## src/hw/rtl/swr_pkg.sv

```systemverilog
package swr_pkg;

    // Largest payload accepted by default.
    localparam int MAX_PAYLOAD_DEF = 255;

    // An ack may be sent at most this many times in a row.
    localparam logic [1:0] RETRY_LIMIT = 2'd2;

    // Configuration port.
    localparam int          ADDR_W          = 3;
    localparam int          DATA_W          = 32;
    localparam logic [15:0] BUFFER_SIZE_RST = 16'hFFFF;
    localparam logic        REG_BUFFER_SIZE = 1'b0;

    // Event kinds.
    localparam logic [1:0] CMD_BEGIN = 2'd0;
    localparam logic [1:0] CMD_FRAME = 2'd1;
    localparam logic [1:0] CMD_SEND  = 2'd2;

    // Framing outcomes.
    localparam logic [1:0] FST_TIMEOUT  = 2'd0;
    localparam logic [1:0] FST_COMPLETE = 2'd2;

    // Packet kinds.
    localparam logic [2:0] KIND_START = 3'd2;
    localparam logic [2:0] KIND_END   = 3'd3;
    localparam logic [2:0] KIND_BAD   = 3'd4;

    typedef enum logic [1:0] {
        PH_IDLE  = 2'd0,
        PH_FRAME = 2'd1,
        PH_SEND  = 2'd2
    } t_phase;

    typedef enum logic [1:0] {
        RSP_NONE = 2'd0,
        RSP_ACK  = 2'd1,
        RSP_BAD  = 2'd2
    } t_rsp;

    typedef enum logic [2:0] {
        ST_RUN      = 3'd0,
        ST_DONE     = 3'd1,
        ST_TIMEOUT  = 3'd2,
        ST_MANY     = 3'd3,
        ST_NOSTORE  = 3'd4,
        ST_SENDFAIL = 3'd5
    } t_status;

    typedef struct packed {
        logic [1:0] cmd;
        logic [1:0] frame_status;
        logic       frame_valid;
        logic [2:0] packet_kind;
        logic [7:0] payload_length;
        logic       send_ok;
    } t_item;

    typedef struct packed {
        t_phase      phase;
        logic        started;
        logic        parity;
        logic        peer_bad;
        logic [1:0]  retry;
        logic [15:0] fill;
        t_rsp        pending;
        t_status     final_status;
    } t_state;

    typedef struct packed {
        t_rsp        send_response;
        logic        store_valid;
        logic [15:0] store_offset;
        logic [7:0]  store_length;
        t_status     status;
    } t_result;

endpackage

```

## src/hw/rtl/swr_apb_regs.sv

```systemverilog
module swr_apb_regs (
    input  logic                        i_clk,
    input  logic                        i_rst_n,
    input  logic                        psel,
    input  logic                        penable,
    input  logic                        pwrite,
    input  logic [swr_pkg::ADDR_W-1:0]  paddr,
    input  logic [swr_pkg::DATA_W-1:0]  pwdata,
    output logic [swr_pkg::DATA_W-1:0]  prdata,
    output logic                        pready,
    output logic [15:0]                 o_buffer_size
);

    logic [15:0] r_buffer_size;
    logic        sel_buffer_size;

    // Register index is the word address.
    assign sel_buffer_size = (paddr[2] == swr_pkg::REG_BUFFER_SIZE);
    assign pready          = 1'b1;

    // Write at the end of the access phase.
    always_ff @(posedge i_clk) begin
        if (!i_rst_n) begin
            r_buffer_size <= swr_pkg::BUFFER_SIZE_RST;
        end else if (psel && penable && pwrite && pready && sel_buffer_size) begin
            r_buffer_size <= pwdata[15:0];
        end
    end

    // Read back.
    always_comb begin
        prdata = '0;
        if (sel_buffer_size) begin
            prdata = {16'd0, r_buffer_size};
        end
    end

    assign o_buffer_size = r_buffer_size;

endmodule

```

## src/hw/rtl/swr_engine.sv

```systemverilog
module swr_engine #(
    parameter int MAX_PAYLOAD = swr_pkg::MAX_PAYLOAD_DEF
) (
    input  swr_pkg::t_item   i_item,
    input  swr_pkg::t_state  i_state,
    input  logic [15:0]      i_buffer_size,
    output swr_pkg::t_state  o_state,
    output swr_pkg::t_result o_result
);

    localparam logic [15:0] MaxLen = 16'(MAX_PAYLOAD);

    logic [16:0] fill_sum;
    logic        len_bad;

    assign fill_sum = {1'b0, i_state.fill} + {9'd0, i_item.payload_length};
    assign len_bad  = ({8'd0, i_item.payload_length} > MaxLen);

    // One event: decide the state change, then pick the response to send.
    always_comb begin
        logic do_answer;
        do_answer = 1'b0;
        o_state   = i_state;
        o_result  = '{send_response: swr_pkg::RSP_NONE, store_valid: 1'b0,
                      store_offset: 16'd0, store_length: 8'd0,
                      status: swr_pkg::ST_RUN};

        if (i_item.cmd == swr_pkg::CMD_BEGIN) begin
            o_state.started      = 1'b0;
            o_state.parity       = 1'b0;
            o_state.peer_bad     = 1'b0;
            o_state.retry        = 2'd0;
            o_state.fill         = 16'd0;
            o_state.pending      = swr_pkg::RSP_NONE;
            o_state.final_status = swr_pkg::ST_RUN;
            o_state.phase        = swr_pkg::PH_FRAME;
        end else if (i_item.cmd == swr_pkg::CMD_FRAME &&
                     i_state.phase == swr_pkg::PH_FRAME) begin
            if (i_item.frame_status == swr_pkg::FST_TIMEOUT) begin
                o_state.final_status = swr_pkg::ST_TIMEOUT;
                o_state.phase        = swr_pkg::PH_IDLE;
            end else if (i_item.frame_status != swr_pkg::FST_COMPLETE ||
                         !i_item.frame_valid || len_bad) begin
                // Corrupt framing, failed check or oversized payload.
                o_state.pending = swr_pkg::RSP_BAD;
                do_answer       = 1'b1;
            end else if (i_item.packet_kind == swr_pkg::KIND_END) begin
                o_state.final_status = swr_pkg::ST_DONE;
                o_state.phase        = swr_pkg::PH_IDLE;
            end else if (i_item.packet_kind == swr_pkg::KIND_START) begin
                o_state.pending = i_state.started ? swr_pkg::RSP_BAD : swr_pkg::RSP_ACK;
                o_state.started = 1'b1;
                do_answer       = 1'b1;
            end else if (!i_state.started) begin
                o_state.pending = swr_pkg::RSP_BAD;
                do_answer       = 1'b1;
            end else if (i_item.packet_kind == swr_pkg::KIND_BAD) begin
                // The first bad report from the peer resends the last response.
                if (!i_state.peer_bad) begin
                    o_state.peer_bad = 1'b1;
                    do_answer        = 1'b1;
                end else begin
                    o_state.final_status = swr_pkg::ST_MANY;
                    o_state.phase        = swr_pkg::PH_IDLE;
                end
            end else if (i_item.packet_kind != {2'd0, i_state.parity}) begin
                // Duplicate or unknown kind: ack without storing.
                o_state.pending = swr_pkg::RSP_ACK;
                do_answer       = 1'b1;
            end else begin
                o_state.parity = ~i_state.parity;
                if (fill_sum > {1'b0, i_buffer_size}) begin
                    o_state.final_status = swr_pkg::ST_NOSTORE;
                    o_state.phase        = swr_pkg::PH_IDLE;
                end else begin
                    o_result.store_valid  = 1'b1;
                    o_result.store_offset = i_state.fill;
                    o_result.store_length = i_item.payload_length;
                    o_state.fill          = fill_sum[15:0];
                    o_state.pending       = swr_pkg::RSP_ACK;
                    do_answer             = 1'b1;
                end
            end
        end else if (i_item.cmd == swr_pkg::CMD_SEND &&
                     i_state.phase == swr_pkg::PH_SEND) begin
            if (i_item.send_ok) begin
                if (i_state.pending == swr_pkg::RSP_ACK) begin
                    o_state.retry = 2'd0;
                end
                o_state.phase = swr_pkg::PH_FRAME;
            end else if (i_state.pending == swr_pkg::RSP_ACK && i_state.retry == 2'd0) begin
                o_state.retry          = 2'd1;
                o_result.send_response = swr_pkg::RSP_ACK;
            end else begin
                o_state.final_status = swr_pkg::ST_SENDFAIL;
                o_state.phase        = swr_pkg::PH_IDLE;
            end
        end

        // Response choice: ack while retries remain, else one bad, else give up.
        if (do_answer) begin
            if (o_state.pending == swr_pkg::RSP_ACK && o_state.retry < swr_pkg::RETRY_LIMIT) begin
                o_state.phase          = swr_pkg::PH_SEND;
                o_result.send_response = swr_pkg::RSP_ACK;
            end else if (o_state.retry == 2'd0) begin
                o_state.pending        = swr_pkg::RSP_BAD;
                o_state.retry          = 2'd1;
                o_state.phase          = swr_pkg::PH_SEND;
                o_result.send_response = swr_pkg::RSP_BAD;
            end else begin
                o_state.final_status = swr_pkg::ST_MANY;
                o_state.phase        = swr_pkg::PH_IDLE;
            end
        end

        o_result.status = o_state.final_status;
    end

endmodule

```

## src/hw/rtl/stop_and_wait_receiver_unit.sv

```systemverilog
// Stop-and-wait receiver: every accepted event item (begin, frame outcome or
// send result) gives exactly one result item, through the input and result
// registers, with the response to transmit, the store offset and length for
// the payload copier, and the session status. A new item is taken in every
// cycle unless stalled; the rate is set by the single pass through the
// decision logic between the input register and the result register, which
// also holds the session state. The buffer_size register sits at byte address
// 0 of the APB port and should be written only while no item is in flight.
module stop_and_wait_receiver_unit #(
    parameter int MAX_PAYLOAD = swr_pkg::MAX_PAYLOAD_DEF
) (
    input  logic                        i_clk,
    input  logic                        i_rst_n,
    // Configuration port
    input  logic                        psel,
    input  logic                        penable,
    input  logic                        pwrite,
    input  logic [swr_pkg::ADDR_W-1:0]  paddr,
    input  logic [swr_pkg::DATA_W-1:0]  pwdata,
    output logic [swr_pkg::DATA_W-1:0]  prdata,
    output logic                        pready,
    // Event items
    input  logic                        i_in_valid,
    output logic                        o_in_stall,
    input  logic [1:0]                  i_cmd,
    input  logic [1:0]                  i_frame_status,
    input  logic                        i_frame_valid,
    input  logic [2:0]                  i_packet_kind,
    input  logic [7:0]                  i_payload_length,
    input  logic                        i_send_ok,
    // Result items
    output logic                        o_out_valid,
    input  logic                        i_out_stall,
    output logic [1:0]                  o_send_response,
    output logic                        o_store_valid,
    output logic [15:0]                 o_store_offset,
    output logic [7:0]                  o_store_length,
    output logic [2:0]                  o_status
);

    logic [15:0]      buffer_size;
    logic             r_in_valid;
    swr_pkg::t_item   r_item;
    swr_pkg::t_state  r_state;
    swr_pkg::t_state  n_state;
    logic             r_out_valid;
    swr_pkg::t_result r_result;
    swr_pkg::t_result n_result;
    logic             advance;
    logic             take;

    swr_apb_regs u_regs (
        .i_clk         (i_clk),
        .i_rst_n       (i_rst_n),
        .psel          (psel),
        .penable       (penable),
        .pwrite        (pwrite),
        .paddr         (paddr),
        .pwdata        (pwdata),
        .prdata        (prdata),
        .pready        (pready),
        .o_buffer_size (buffer_size)
    );

    swr_engine #(
        .MAX_PAYLOAD (MAX_PAYLOAD)
    ) u_engine (
        .i_item        (r_item),
        .i_state       (r_state),
        .i_buffer_size (buffer_size),
        .o_state       (n_state),
        .o_result      (n_result)
    );

    // The pipeline moves whenever the result register is free or being taken.
    assign advance    = !r_out_valid || !i_out_stall;
    assign o_in_stall = r_in_valid && !advance;
    assign take       = i_in_valid && !o_in_stall;

    // Input register.
    always_ff @(posedge i_clk) begin
        if (!i_rst_n) begin
            r_in_valid <= 1'b0;
        end else if (advance || !r_in_valid) begin
            r_in_valid <= take;
        end
    end

    always_ff @(posedge i_clk) begin
        if (take) begin
            r_item <= '{cmd: i_cmd, frame_status: i_frame_status,
                        frame_valid: i_frame_valid, packet_kind: i_packet_kind,
                        payload_length: i_payload_length, send_ok: i_send_ok};
        end
    end

    // Session state and result register.
    always_ff @(posedge i_clk) begin
        if (!i_rst_n) begin
            r_out_valid          <= 1'b0;
            r_state.phase        <= swr_pkg::PH_IDLE;
            r_state.started      <= 1'b0;
            r_state.parity       <= 1'b0;
            r_state.peer_bad     <= 1'b0;
            r_state.retry        <= 2'd0;
            r_state.fill         <= 16'd0;
            r_state.pending      <= swr_pkg::RSP_NONE;
            r_state.final_status <= swr_pkg::ST_RUN;
        end else if (advance) begin
            r_out_valid <= r_in_valid;
            if (r_in_valid) begin
                r_state <= n_state;
            end
        end
    end

    always_ff @(posedge i_clk) begin
        if (advance && r_in_valid) begin
            r_result <= n_result;
        end
    end

    assign o_out_valid     = r_out_valid;
    assign o_send_response = r_result.send_response;
    assign o_store_valid   = r_result.store_valid;
    assign o_store_offset  = r_result.store_offset;
    assign o_store_length  = r_result.store_length;
    assign o_status        = r_result.status;

endmodule
```

## config.mk

```make
export PLATFORM = sky130hd
export DESIGN_NAME = stop_and_wait_receiver_unit
export DESIGN_NICKNAME = d
export VERILOG_FILES = /design/src/hw/rtl/swr_pkg.sv /design/src/hw/rtl/swr_apb_regs.sv /design/src/hw/rtl/swr_engine.sv /design/src/hw/rtl/stop_and_wait_receiver_unit.sv
export SDC_FILE = /design/constraint.sdc
export NUM_CORES = 1
export LEC_CHECK = 0
export BUFFER_PORTS_ARGS = -buffer_cell sky130_fd_sc_hd__buf_2
export CORE_ASPECT_RATIO = 1.25
export CORE_MARGIN = 1
export CORE_UTILIZATION = 50
export CTS_BUF_LIST = sky130_fd_sc_hd__clkbuf_16
export DETAILED_ROUTE_END_ITERATION = 10
export PLACE_DENSITY = 0.84
export SLEW_MARGIN = 20
export SYNTH_ARGS = -nofsm -noshare
export SYNTH_HDL_FRONTEND = slang
export SYNTH_SLANG_ARGS = --single-unit
```

## constraint.sdc

```tcl
create_clock -name i_clk -period 4.6 [get_ports i_clk]
set_input_delay 0.46 -clock i_clk [delete_from_list [all_inputs] [get_ports i_clk]]
set_output_delay 0.46 -clock i_clk [all_outputs]
set_load 0.005 [all_outputs]
```

==> results.py <==
metrics = {
    "status": {
        "status": "completed",
    },
    "routing": {
        "drt-pass1-iter-count": 5,
        "post_drt_wl_per_cell_um": 15.2,
        "via_per_inst": 5.65,
        "ant_nets": 0,
        "vias": 4267,
        "drc": 0,
        "routed_wl_mm": 11.5,
        "drtIter0Drc": 262,
    },
    "global_route": {
        "first_global_vias": 4038,
        "track_usage_pct": 22.5,
        "grt_max_degree": 53,
        "overflow": 0,
        "grt_pass1_wl_mm": 18.6,
        "antenna_found_initial": 0,
    },
    "hold_path": {
        "hold_class": "input port to register",
    },
    "synth": {
        "synth_area_leaders": "edfxtp_1 28%, dfxtp_1 18%, ha_1 5.9%",
        "syn_area_um2": 5100,
        "synth_edf_count": 47,
        "yosys.area.top_type": "edfxtp_1",
        "synth_top_cell_area_share_pct": 27.7,
        "syn_area_per_cell_um2": 9.51,
        "synthArstFlopShare_pct": 0,
        "ys_types": 71,
        "ys_seq_area_share_pct": 45.7,
        "ys_warn_count": 0,
        "ys.flop_type": "edfxtp_1",
        "synth-seq-cells": 93,
        "syn_inst": 536,
    },
    "layout": {
        "fin_nets": 708,
        "drive_above_1_share_pct": 21.0,
        "seq_area_um2": 2330,
        "final_cells": 755,
        "diodes": 0,
        "fillers": 822,
        "area_growth_pct": 16.7,
        "multi_input_area_um2": 2520,
    },
    "pwr": {
        "p_clk_share_pct": 42.5,
        "p_leak_nw": 2.57,
        "ir_drop_v": 0.000221,
        "intPower_mw": 1.39,
        "p_switching_mw": 0.439,
        "combPwrFrac_pct": 7.6,
        "pwr-share-seq_pct": 49.9,
        "p_sw_share_pct": 24.1,
        "pwr_density_cell_nw_per_um2": 307,
    },
    "timing": {
        "max_freq_mhz": 235,
        "drv_slew": 0,
        "slew_headroom_pct": 34.6,
        "setup_tns_ns": 0,
        "finalCriticalPeriod_ns": 4.26,
        "hold_viol_final": 0,
        "skew_ns": 0.00526,
        "rsz0062_at_grt": "no",
        "worst_pin_slew_ns": 0.980,
        "finalSetupViolations": 0,
        "fin_crit_sh_pct": 92.5,
    },
    "cts": {
        "h-tree-depth": 3,
        "cts.clk_slew.worst_paths_ns": 0.07,
        "clock-sinks": 93,
        "clock_latency_ns": 0.35,
        "clockBufferDepth": 2,
        "cts_made_buffers": 9,
        "holdBufCountCts": 0,
        "root_buffer": "clkbuf_16",
        "cts_tree": "done",
    },
    "place": {
        "gp_congestion": 0.917,
        "place_hpwl_mm": 8.46,
        "port_buffers": 88,
        "place_inst": 735,
    },
    "setup_path": {
        "cp.arrival_ns": 4.50,
        "critical_path.max_fanout": 6,
        "path_class": "register to register",
        "cp-start-kind": "register",
        "required_ns": 4.85,
        "critPathCaptureType": "register",
    },
    "die": {
        "rows": 40,
        "initial_core_util_pct": 52.3,
        "die_h_um": 115,
        "io_pins": 124,
        "core_um2": 9760,
        "die_width_um": 92.3,
        "dieArea_um2": 10600,
    },
    "flow_run": {
        "maxCapViolCount": 0,
    },
}
==> layout make-up <==
type | count | area share, %
Tap cell | 126 | 2.65
Timing Repair Buffer | 98 | 8.66
Inverter | 29 | 1.83
Clock buffer | 9 | 3.78
Sequential cell | 93 | 39.2
Multi-Input combinational cell | 393 | 42.4
Clock inverter | 7 | 1.53
==> per-layer routing <==
layer	vias up	global-route usage [%]	part of all wire [%]
met5	-	0	0
met4	0	14.4	5.1
met3	43	4.63	4.5
met2	150	41.3	53
met1	2003	23.3	38
li1	2071	-	-
==> stage by stage <==
stage	total power, mW	util, %	hold slack [ns]	setup WS, ns	instance area (um2)
final	1.83	61.0	0.280	0.344	5950
after global routing	1.89	61.0	0.272	0.0803	5950
after CTS	1.84	60.6	0.271	0.199	5910
after detailed placement	1.07	57.3	0.462	0.230	5590
after global placement	1.06	57.3	0.453	0.341	5590
after floorplan	1.02	-	0.436	0.712	5160
==> critical path, cell delays in order, from the launching register on <==
cell and delay, ns:
edfxtp_1 0.38, ha_1 0.18, inv_1 0.06, fa_1 0.39, nand2b_1 0.18, a21oi_1 0.19, buf_4 0.16, nor2_1 0.06
xnor2_1 0.33, ha_1 0.21, nand4_1 0.19, nor3_1 0.32, o21ai_0 0.16, o221ai_1 0.11, o2111ai_2 0.29, buf_4 0.23
a221o_1 0.39, o211a_1 0.15, o21a_1 0.17
==> sequential cells by signal (all words and copies together), names as in the netlist <==
name,flops
u_regs.o_buffer_size,16
o_store_length,8
o_status,3
o_out_valid,1
r_item,17
o_store_valid,1
o_send_response,2
r_state,28
o_store_offset,16
r_in_valid,1
==> power groups by stage <==
| stage | combinational (mW) | sequential (mW) | clock, mW |
|---|---|---|---|
| 3_5_place_dp | 0.138 | 0.929 | 0 |
| 3_3_place_gp | 0.133 | 0.928 | 0 |
| 6_report | 0.139 | 0.911 | 0.776 |
| 2_1_floorplan | 0.0915 | 0.927 | 0 |
| 4_1_cts | 0.139 | 0.911 | 0.787 |
| 5_1_grt | 0.155 | 0.914 | 0.817 |
==> layout by cell type, fill, tap and decap left out, types with 8 or more instances in the layout <==
master and count:
a21boi_1 8, a21oi_1 23, and2_1 27, buf_2 88, buf_4 10, clkbuf_16 9, conb_1 17, dfxtp_1 46
edfxtp_1 47, ha_1 24, inv_1 29, nand2_1 60, nand3_1 13, nor2_1 43, nor2b_1 10, nor3_1 8
o211ai_1 20, o21ai_0 16, xnor2_1 10
==> synthesized netlist by cell type, types with 4 or more instances <==
cell type / n
nand2_1: 60
edfxtp_1: 47
dfxtp_1: 46
nor2_1: 43
inv_1: 29
and2_1: 27
a21oi_1: 24
ha_1: 24
o211ai_1: 20
buf_4: 18
o21ai_0: 17
clkbuf_1: 16
nand3_1: 13
nor2b_1: 10
xnor2_1: 10
a21boi_1: 8
nor3_1: 8
and3_1: 7
nand2b_1: 7
o21a_1: 7
a31oi_1: 5
xor2_1: 5
a21o_1: 4
nand4_1: 4
o21ai_1: 4
==> timing repair <==
action / CTS / global route
resized for setup: 0 / 5
setup endpoints to repair: 0 / 21
setup buffers: 0 / 4
==> cells by family after synthesis <==
kind of cell / synth area share [%]
buffers and inverters: 6.16
AO/OA/AOI/OAI: 18.4
XOR/XNOR: 2.58
AND/OR/NAND/NOR: 20.8
flip-flops: 45.7
adder cells (fa/ha/maj): 6.28
other: 0.147
==> final timing paths <==
| path | from | end | slack, ns | depth (start not counted) |
|---|---|---|---|---|
| worst max register to register | r_item[1]$_DFFE_PP_ | r_state[26]$_SDFFE_PN0P_ | 0.34 | 18 |
| worst min-delay path | i_packet_kind[1] | r_item[10]$_DFFE_PP_ | 0.28 | 1 |
| worst min register to register | r_state[23]$_SDFFE_PN0P_ | r_state[23]$_SDFFE_PN0P_ | 0.47 | 2 |
| worst max-delay path | r_item[1]$_DFFE_PP_ | r_state[26]$_SDFFE_PN0P_ | 0.34 | 18 |
Note: power is estimated with default switching activity, not from simulation.
